**src/sv/madt_pkg.sv**
```systemverilog
package madt_pkg;

   localparam int unsigned MAX_ENTRIES_DEFAULT = 8;
   localparam int unsigned DEADLINE_WIDTH      = 64;
   localparam int unsigned TPS_WIDTH           = 32;
   localparam logic [TPS_WIDTH-1:0] TPS_RESET  = 32'd10000000;
   localparam logic [DEADLINE_WIDTH-1:0] NO_DEADLINE = '1;

   typedef enum logic [1:0] {
      KIND_CLEAR   = 2'd0,
      KIND_DISABLE = 2'd1,
      KIND_SET     = 2'd2,
      KIND_SERVICE = 2'd3
   } kind_type;

endpackage

```
**src/sv/madt_ram.sv**
```systemverilog
module madt_ram #(
   parameter int unsigned WIDTH = 64,
   parameter int unsigned DEPTH = 8,
   localparam int unsigned AW = (DEPTH > 1) ? $clog2(DEPTH) : 1
) (
   input  logic             clock,
   input  logic             wr_en,
   input  logic [AW-1:0]    wr_addr,
   input  logic [WIDTH-1:0] wr_data,
   input  logic             rd_en,
   input  logic [AW-1:0]    rd_addr,
   output logic [WIDTH-1:0] rd_data
);

   logic [WIDTH-1:0] mem_ff [DEPTH];
   logic [WIDTH-1:0] rd_data_ff;

   always_ff @(posedge clock) begin
      if (wr_en) begin
         mem_ff[wr_addr] <= wr_data;
      end
      if (rd_en) begin
         rd_data_ff <= mem_ff[rd_addr];
      end
   end

   assign rd_data = rd_data_ff;

endmodule

```
**src/sv/multi_alarm_deadline_table_unit.sv**
```systemverilog
// Path from request to result: clear and disable go straight to S_DONE, as does set on a
// full table; else set runs S_MUL (multiply) and S_ADD (add, table write). Service runs
// S_TEST at one RAM read a cycle, with S_MOVE moving the last entry into a freed slot (at
// most MAX_ENTRIES - 1 moves). One request is in work at a time; the next is taken once
// the result is registered, and an unread result holds the final step in S_DONE.
// Synchronous active-high reset empties the table, drops interrupt enable and loads the
// default ticks per second; the RAM contents are not cleared.
module multi_alarm_deadline_table_unit #(
   parameter int unsigned MAX_ENTRIES = madt_pkg::MAX_ENTRIES_DEFAULT
) (
   input  logic        clock,
   input  logic        reset,

   input  logic        req_valid,
   output logic        req_ready,
   input  logic [1:0]  req_kind,
   input  logic [63:0] req_now,
   input  logic [31:0] req_secs,

   output logic        rsp_valid,
   input  logic        rsp_ready,
   output logic [63:0] rsp_compare_value,
   output logic [3:0]  rsp_fired_count,
   output logic        rsp_dropped,
   output logic [3:0]  rsp_pending_count,
   output logic        rsp_interrupt_enabled,

   input  logic        csr_valid,
   output logic        csr_ready,
   input  logic [31:0] csr_ticks_per_second
);

   localparam int unsigned CW = $clog2(MAX_ENTRIES + 1);
   localparam int unsigned IW = (MAX_ENTRIES > 1) ? $clog2(MAX_ENTRIES) : 1;
   localparam int unsigned DW = madt_pkg::DEADLINE_WIDTH;

   typedef enum logic [2:0] {
      S_IDLE,
      S_MUL,
      S_ADD,
      S_TEST,
      S_MOVE,
      S_DONE
   } state_type;

   function automatic logic [3:0] sat4(input logic [CW-1:0] v);
      if (32'(v) > 32'd15) begin
         return 4'd15;
      end
      return 4'(v);
   endfunction

   state_type         state_ff, state_in;
   madt_pkg::kind_type kind_ff, kind_in;
   logic [DW-1:0]     now_ff, now_in;
   logic [31:0]       secs_ff, secs_in;
   logic [31:0]       tps_ff, tps_in;
   logic [DW-1:0]     prod_ff, prod_in;
   logic [DW-1:0]     min_ff, min_in;
   logic [CW-1:0]     count_ff, count_in;
   logic [CW-1:0]     k_ff, k_in;
   logic [CW-1:0]     fired_ff, fired_in;
   logic              dropped_ff, dropped_in;
   logic              enable_ff, enable_in;

   logic              rsp_valid_ff, rsp_valid_in;
   logic [DW-1:0]     rsp_compare_ff, rsp_compare_in;
   logic [3:0]        rsp_fired_ff, rsp_fired_in;
   logic              rsp_dropped_ff, rsp_dropped_in;
   logic [3:0]        rsp_pending_ff, rsp_pending_in;
   logic              rsp_enable_ff, rsp_enable_in;

   logic              ram_wr_en;
   logic [IW-1:0]     ram_wr_addr;
   logic [DW-1:0]     ram_wr_data;
   logic              ram_rd_en;
   logic [IW-1:0]     ram_rd_addr;
   logic [DW-1:0]     ram_rd_data;

   logic [CW-1:0]     count_dec;
   logic [CW-1:0]     k_next;
   logic [DW-1:0]     new_deadline;
   logic              expired;

   assign count_dec    = count_ff - CW'(1);
   assign k_next       = k_ff + CW'(1);
   assign new_deadline = now_ff + prod_ff;
   assign expired      = (ram_rd_data <= now_ff);

   madt_ram #(
      .WIDTH (DW),
      .DEPTH (MAX_ENTRIES)
   ) u_deadline_ram (
      .clock   (clock),
      .wr_en   (ram_wr_en),
      .wr_addr (ram_wr_addr),
      .wr_data (ram_wr_data),
      .rd_en   (ram_rd_en),
      .rd_addr (ram_rd_addr),
      .rd_data (ram_rd_data)
   );

   always_comb begin
      state_in       = state_ff;
      kind_in        = kind_ff;
      now_in         = now_ff;
      secs_in        = secs_ff;
      tps_in         = tps_ff;
      prod_in        = prod_ff;
      min_in         = min_ff;
      count_in       = count_ff;
      k_in           = k_ff;
      fired_in       = fired_ff;
      dropped_in     = dropped_ff;
      enable_in      = enable_ff;
      rsp_valid_in   = rsp_valid_ff;
      rsp_compare_in = rsp_compare_ff;
      rsp_fired_in   = rsp_fired_ff;
      rsp_dropped_in = rsp_dropped_ff;
      rsp_pending_in = rsp_pending_ff;
      rsp_enable_in  = rsp_enable_ff;
      ram_wr_en      = 1'b0;
      ram_wr_addr    = k_ff[IW-1:0];
      ram_wr_data    = ram_rd_data;
      ram_rd_en      = 1'b0;
      ram_rd_addr    = k_ff[IW-1:0];

      if (csr_valid) begin
         tps_in = csr_ticks_per_second;
      end

      if (rsp_valid_ff && rsp_ready) begin
         rsp_valid_in = 1'b0;
      end

      unique case (state_ff)
         S_IDLE: begin
            if (req_valid) begin
               kind_in    = madt_pkg::kind_type'(req_kind);
               now_in     = req_now;
               secs_in    = req_secs;
               fired_in   = '0;
               dropped_in = 1'b0;
               unique case (madt_pkg::kind_type'(req_kind))
                  madt_pkg::KIND_CLEAR: begin
                     count_in  = '0;
                     enable_in = 1'b1;
                     min_in    = madt_pkg::NO_DEADLINE;
                     state_in  = S_DONE;
                  end
                  madt_pkg::KIND_DISABLE: begin
                     enable_in = 1'b0;
                     state_in  = S_DONE;
                  end
                  madt_pkg::KIND_SET: begin
                     if (32'(count_ff) < MAX_ENTRIES) begin
                        state_in = S_MUL;
                     end else begin
                        dropped_in = 1'b1;
                        state_in   = S_DONE;
                     end
                  end
                  madt_pkg::KIND_SERVICE: begin
                     // Survivors are final once passed, so the minimum builds up
                     // during the scan itself.
                     k_in   = '0;
                     min_in = madt_pkg::NO_DEADLINE;
                     if (count_ff == '0) begin
                        state_in = S_DONE;
                     end else begin
                        ram_rd_en   = 1'b1;
                        ram_rd_addr = '0;
                        state_in    = S_TEST;
                     end
                  end
                  default: state_in = S_DONE;
               endcase
            end
         end

         S_MUL: begin
            prod_in  = DW'(secs_ff) * DW'(tps_ff);
            state_in = S_ADD;
         end

         S_ADD: begin
            ram_wr_en   = 1'b1;
            ram_wr_addr = count_ff[IW-1:0];
            ram_wr_data = new_deadline;
            count_in    = count_ff + CW'(1);
            if (new_deadline < min_ff) begin
               min_in = new_deadline;
            end
            state_in = S_DONE;
         end

         S_TEST: begin
            if (expired) begin
               fired_in = fired_ff + CW'(1);
               count_in = count_dec;
               if (k_ff == count_dec) begin
                  state_in = S_DONE;
               end else begin
                  // Fetch the last entry to fill the freed slot.
                  ram_rd_en   = 1'b1;
                  ram_rd_addr = count_dec[IW-1:0];
                  state_in    = S_MOVE;
               end
            end else begin
               if (ram_rd_data < min_ff) begin
                  min_in = ram_rd_data;
               end
               k_in = k_next;
               if (k_next < count_ff) begin
                  ram_rd_en   = 1'b1;
                  ram_rd_addr = k_next[IW-1:0];
               end else begin
                  state_in = S_DONE;
               end
            end
         end

         S_MOVE: begin
            // The moved entry stays on the read port and is tested next.
            ram_wr_en   = 1'b1;
            ram_wr_addr = k_ff[IW-1:0];
            ram_wr_data = ram_rd_data;
            state_in    = S_TEST;
         end

         S_DONE: begin
            if (!rsp_valid_ff || rsp_ready) begin
               rsp_valid_in   = 1'b1;
               rsp_compare_in = (count_ff == '0) ? madt_pkg::NO_DEADLINE : min_ff;
               rsp_fired_in   = sat4(fired_ff);
               rsp_dropped_in = dropped_ff;
               rsp_pending_in = sat4(count_ff);
               rsp_enable_in  = enable_ff;
               state_in       = S_IDLE;
            end
         end

         default: state_in = S_IDLE;
      endcase
   end

   always_ff @(posedge clock) begin
      if (reset) begin
         state_ff     <= S_IDLE;
         tps_ff       <= madt_pkg::TPS_RESET;
         min_ff       <= madt_pkg::NO_DEADLINE;
         count_ff     <= '0;
         k_ff         <= '0;
         fired_ff     <= '0;
         dropped_ff   <= 1'b0;
         enable_ff    <= 1'b0;
         rsp_valid_ff <= 1'b0;
      end else begin
         state_ff     <= state_in;
         tps_ff       <= tps_in;
         min_ff       <= min_in;
         count_ff     <= count_in;
         k_ff         <= k_in;
         fired_ff     <= fired_in;
         dropped_ff   <= dropped_in;
         enable_ff    <= enable_in;
         rsp_valid_ff <= rsp_valid_in;
      end
      kind_ff        <= kind_in;
      now_ff         <= now_in;
      secs_ff        <= secs_in;
      prod_ff        <= prod_in;
      rsp_compare_ff <= rsp_compare_in;
      rsp_fired_ff   <= rsp_fired_in;
      rsp_dropped_ff <= rsp_dropped_in;
      rsp_pending_ff <= rsp_pending_in;
      rsp_enable_ff  <= rsp_enable_in;
   end

   assign req_ready             = (state_ff == S_IDLE);
   assign csr_ready             = 1'b1;
   assign rsp_valid             = rsp_valid_ff;
   assign rsp_compare_value     = rsp_compare_ff;
   assign rsp_fired_count       = rsp_fired_ff;
   assign rsp_dropped           = rsp_dropped_ff;
   assign rsp_pending_count     = rsp_pending_ff;
   assign rsp_interrupt_enabled = rsp_enable_ff;

endmodule
```
**config.mk**
```make
export PLATFORM = sky130hd
export DESIGN_NAME = multi_alarm_deadline_table_unit
export DESIGN_NICKNAME = d
export VERILOG_FILES = /design/src/sv/madt_pkg.sv /design/src/sv/madt_ram.sv /design/src/sv/multi_alarm_deadline_table_unit.sv
export SDC_FILE = /design/constraint.sdc
export NUM_CORES = 2
export LEC_CHECK = 0
export BUFFER_PORTS_ARGS = -buffer_cell sky130_fd_sc_hd__buf_4
export CAP_MARGIN = 0
export CORE_ASPECT_RATIO = 2
export CORE_MARGIN = 2
export CORE_UTILIZATION = 30
export DETAILED_ROUTE_END_ITERATION = 8
export HOLD_SLACK_MARGIN = 0.06
export SYNTH_ARGS = -nofsm -noshare
export SYNTH_HDL_FRONTEND = slang
export SYNTH_SLANG_ARGS = --single-unit
```
**constraint.sdc**
```tcl
create_clock -name clock -period 7 [get_ports clock]
set_input_delay 1.05 -clock clock [delete_from_list [all_inputs] [get_ports clock]]
set_output_delay 1.05 -clock clock [all_outputs]
set_load 0.01 [all_outputs]
```
==> tab_implementation.tex <==
\begin{tabular}{lr}
\hline
Metric & Value \\
\hline
\multicolumn{2}{l}{\textbf{Routing}} \\
\quad DRC marker count from the first detailed-route iteration & slightly above 3k \\
\quad ANT nets after route & 0 \\
\quad Via Count & between 50k and 60k \\
\quad WL/cell & 22.9 um \\
\quad Router iterations before antenna repair & 8 \\
\quad DR vias/cell & 4.93 \\
\quad Drc violations & 0 \\
\quad DRT Wirelength & 251 mm \\
\multicolumn{2}{l}{\textbf{STA}} \\
\quad RSZ-0062 raised after global routing & true \\
\quad Minimum hold slack & 0.434 ns \\
\quad Worst-case setup margin in the final layout & -0.591 ns \\
\quad Max transition margin & 14.8\% \\
\quad Max-slew violation total from the final report & 0 \\
\quad Tightest Pin Transition & between 1 and 1.5 ns \\
\quad Final hold violation count & 0 \\
\quad Clock tree skew after final layout & approximately 0.074 ns \\
\quad Count of final setup violators & 36 \\
\quad Fin crit share & 108\% \\
\quad Post-layout min period & 7.59 ns \\
\quad Maximum clock frequency & 132 MHz \\
\multicolumn{2}{l}{\textbf{Global routing}} \\
\quad Gr ovfl total & 0 \\
\quad First-pass GRT wire length & 370 mm \\
\quad Number of antenna violations at the first check in global routing & 12 \\
\quad Number of global-route vias before repair & 59.5k \\
\quad Pin count of the biggest net entering global routing & 73 \\
\quad GRT Resource Usage Total & between 10\% and 20\% \\
\multicolumn{2}{l}{\textbf{Worst setup path}} \\
\quad Crit path largest cell delay & approximately 0.57 ns \\
\quad Element type at the critical path start & flip-flop \\
\quad Critical Path Most Common Cell & sky130\_fd\_sc\_hd\_\_fa\_1 \\
\quad Kind of end point of the critical path & flip-flop \\
\quad Type of the setup path with the least slack & flip-flop to flip-flop \\
\quad Required time of the worst setup path & approximately 7.4 ns \\
\quad Data arrival at the endpoint of the critical path & about 8 ns \\
\quad Worst path slowest cell & sky130\_fd\_sc\_hd\_\_fa\_1 \\
\quad Largest fanout of any net on the critical path & 8 \\
\multicolumn{2}{l}{\textbf{Synth}} \\
\quad Cell count after synthesis & $\sim$7k \\
\quad Leading area contributor after synthesis & sky130\_fd\_sc\_hd\_\_edfxtp\_1 \\
\quad Synth async-reset ratio & 0\% \\
\quad Cell area after technology mapping & 0.0774 mm\^{}2 \\
\quad Share of the synthesized area in the top cell type & a little under a third \\
\quad Portion of the post-synthesis area used by sequential elements & between 30 and 40\% \\
\quad Synthesized Nets & between 8k and 9k \\
\quad Post-synth EDFFs & just over 800 \\
\quad Distinct cell type count of the synthesized netlist & 93 \\
\quad Count of state elements after synthesis & $\sim$920 \\
\quad Mean post-synth cell area & between 10 and 15 um\^{}2 \\
\quad Ys flop type & sky130\_fd\_sc\_hd\_\_edfxtp\_1 \\
\quad Number of warnings reported in the yosys synthesis log & 0 \\
\quad Leading cell types by total area after synthesis & sky130\_fd\_sc\_hd\_\_edfxtp\_1, sky130\_fd\_sc\_hd\_\_fa\_1, sky130\_fd\_sc\_hd\_\_ha\_1 \\
\multicolumn{2}{l}{\textbf{Clock network}} \\
\quad TritonCTS clock tree & yes \\
\quad Clock net sink count & a little over 900 \\
\quad Clock tree buffer depth & 3 \\
\quad Total number of H-tree levels & 3 \\
\quad Number of buffers inserted during clock tree synthesis & a little under 90 \\
\quad Clock transition at the registers of the reported paths & approximately 0.07 ns \\
\quad Root buf cell & sky130\_fd\_sc\_hd\_\_clkbuf\_16 \\
\quad Insertion delay of the later-clocked pin in the worst-skew pair & $\sim$0.76 ns \\
\multicolumn{2}{l}{\textbf{Die}} \\
\quad Die outline width & 363 um \\
\quad Die height & between 700 and 800 um \\
\quad Std-Cell Core Area & about 0.26 mm\^{}2 \\
\quad Row Count & around 260 \\
\quad IO Count & between 200 and 250 \\
\quad Total Die Area & roughly 0.26 mm\^{}2 \\
\quad Initial cell density of the core & 30.2\% \\
\multicolumn{2}{l}{\textbf{Layout}} \\
\quad Ratio of cells with drive above 1 in the final layout & 17.6\% \\
\quad Nets & 9106 \\
\quad Area grow syn2layout & 18.1\% \\
\quad Post-route cell area & 0.0914 mm\^{}2 \\
\quad \# fillers & 25.2k \\
\multicolumn{2}{l}{\textbf{Placement}} \\
\quad I/O Buffers & 210 \\
\quad Routability congestion estimate & between 0.9 and 1 \\
\quad Dpl hpwl & 200 mm \\
\quad Worst setup timing slack at the placement stage & -0.890 ns \\
\quad Total placed instance area & between 0.08 and 0.09 mm\^{}2 \\
\multicolumn{2}{l}{\textbf{Flow run}} \\
\quad Max-capacitance violation count & 0 \\
\multicolumn{2}{l}{\textbf{Status}} \\
\quad Failing checks & setup timing \\
\quad Outcome & finished with violations \\
\multicolumn{2}{l}{\textbf{Min path}} \\
\quad HP Class & flip-flop to flip-flop \\
\hline
\end{tabular}
worst max-delay path: cells and delay by family, from the launching register on:
kind | cells | cell delay (ns)
AO/OA/AOI/OAI | 7 | 0.84
XOR/XNOR | 1 | 0.15
adder cells (fa/ha/maj) | 9 | 4.18
buffers and inverters | 9 | 1.01
flip-flops | 1 | 0.42
AND/OR/NAND/NOR | 3 | 0.71
cell usage in the layout, fill, tap and decap left out, types with 132 or more instances in the layout:
cell type	n
sky130_fd_sc_hd__buf_4	699
sky130_fd_sc_hd__a21oi_1	205
sky130_fd_sc_hd__nand2_1	606
sky130_fd_sc_hd__and2_1	638
sky130_fd_sc_hd__fa_1	846
sky130_fd_sc_hd__nor2_1	132
sky130_fd_sc_hd__inv_1	1017
sky130_fd_sc_hd__edfxtp_1	810
sky130_fd_sc_hd__nand3_1	170
sky130_fd_sc_hd__mux2i_1	361
sky130_fd_sc_hd__ha_1	501
through the flow:
step	instances	setup TNS, ns	util [%]
after CTS	10900	-12.38	35.4
final	10900	-12.29	35.6
after global placement	10700	-23.84	33.7
after floorplan	7019	-0.765	-
after global routing	10900	-20.59	35.6
after detailed placement	10700	-24.61	33.7
kinds of logic after synthesis:
kind of cell / count (synthesis) / share of synthesized area (%)
and+or+nand+nor: 1926 / 12.9
AOI/OAI and AO/OA: 813 / 7.39
DFF: 924 / 34.4
other: 1 / 0.00484
adders and majority gates: 1425 / 31.7
muxes: 392 / 5.12
buffers and inverters: 1409 / 7.08
xor gates and xnor gates: 129 / 1.46
synth_stat cells, types with 7 or more instances:
| cell type | count |
|---|---|
| sky130_fd_sc_hd__dfxtp_1 | 114 |
| sky130_fd_sc_hd__nor2_1 | 144 |
| sky130_fd_sc_hd__and2_1 | 659 |
| sky130_fd_sc_hd__o21ai_1 | 9 |
| sky130_fd_sc_hd__o21a_1 | 20 |
| sky130_fd_sc_hd__and4_1 | 9 |
| sky130_fd_sc_hd__o211ai_1 | 19 |
| sky130_fd_sc_hd__xnor2_1 | 84 |
| sky130_fd_sc_hd__o31ai_1 | 18 |
| sky130_fd_sc_hd__a21oi_1 | 219 |
| sky130_fd_sc_hd__edfxtp_1 | 810 |
| sky130_fd_sc_hd__inv_1 | 1036 |
| sky130_fd_sc_hd__nand3_1 | 174 |
| sky130_fd_sc_hd__ha_1 | 528 |
| sky130_fd_sc_hd__or2_2 | 77 |
| sky130_fd_sc_hd__xor2_1 | 45 |
| sky130_fd_sc_hd__a31oi_1 | 21 |
| sky130_fd_sc_hd__a21o_1 | 117 |
| sky130_fd_sc_hd__nor3_1 | 68 |
| sky130_fd_sc_hd__o21ai_0 | 142 |
| sky130_fd_sc_hd__buf_4 | 31 |
| sky130_fd_sc_hd__buf_2 | 43 |
| sky130_fd_sc_hd__a2bb2oi_2 | 25 |
| sky130_fd_sc_hd__mux2i_1 | 361 |
| sky130_fd_sc_hd__a211oi_1 | 18 |
| sky130_fd_sc_hd__nand4_1 | 71 |
| sky130_fd_sc_hd__o21bai_1 | 31 |
| sky130_fd_sc_hd__mux2_2 | 31 |
| sky130_fd_sc_hd__a2bb2oi_1 | 7 |
| sky130_fd_sc_hd__and3_1 | 30 |
| sky130_fd_sc_hd__o211a_1 | 66 |
| sky130_fd_sc_hd__fa_1 | 897 |
| sky130_fd_sc_hd__nor2b_1 | 22 |
| sky130_fd_sc_hd__nor4_1 | 9 |
| sky130_fd_sc_hd__buf_1 | 10 |
| sky130_fd_sc_hd__nand2_1 | 611 |
| sky130_fd_sc_hd__nand2b_1 | 19 |
| sky130_fd_sc_hd__clkbuf_1 | 284 |
registers in the layout, indices dropped and copies added (netlist names):
register / count
fired_ff: 4
secs_ff: 32
u_deadline_ram.mem_ff: 512
rsp_interrupt_enabled: 1
count_ff: 4
now_ff: 64
rsp_valid: 1
rsp_dropped: 1
u_deadline_ram.rd_data: 64
dropped_ff: 1
k_ff: 4
rsp_fired_count: 4
rsp_pending_count: 4
min_ff: 64
tps_ff: 32
rsp_compare_value: 64
state_ff: 3
prod_ff: 64
enable_ff: 1
area by class of cell:
cell class / count / area [um^2] / area share, %
Multi-Input combinational cell: 4686 / 46500 / 50.9
Sequential cell: 924 / 26600 / 29.1
Timing Repair Buffer: 810 / 7130 / 7.80
Tap cell: 3312 / 4140 / 4.53
Inverter: 1036 / 3890 / 4.26
Clock buffer: 105 / 2290 / 2.50
Clock inverter: 59 / 847 / 0.926
Antenna cell: 1 / 2.50 / 0.00274
final timing paths:
check / slack, ns / from / depth (start not counted) / to
setup / recovery: -0.59 / secs_ff[13] / 29 / prod_ff[62]
setup reg to reg: -0.59 / secs_ff[13] / 29 / prod_ff[62]
hold / removal: 0.43 / enable_ff / 0 / rsp_interrupt_enabled
hold reg to reg: 0.43 / enable_ff / 0 / rsp_interrupt_enabled
routing by layer:
metal  GRT usage (%)  wire length [um]
met3            1.82              8800
met5               0                23
met2            37.8            140000
met1            19.0             86700
met4            9.99             15100
what timing repair did:
action | CTS | global route
hold buffers | 0 | 0
pin swaps | 89 | 97
endpoints found under the hold margin | 0 | 0
setup buffers | 38 | 26
endpoints found under the setup margin | 71 | 78
cloned | 1 | 3
resized for setup | 157 | 117
Power is left out: the tool's default activity adds up to more than one toggle a clock period on the data nets, which glitch-free logic cannot reach.
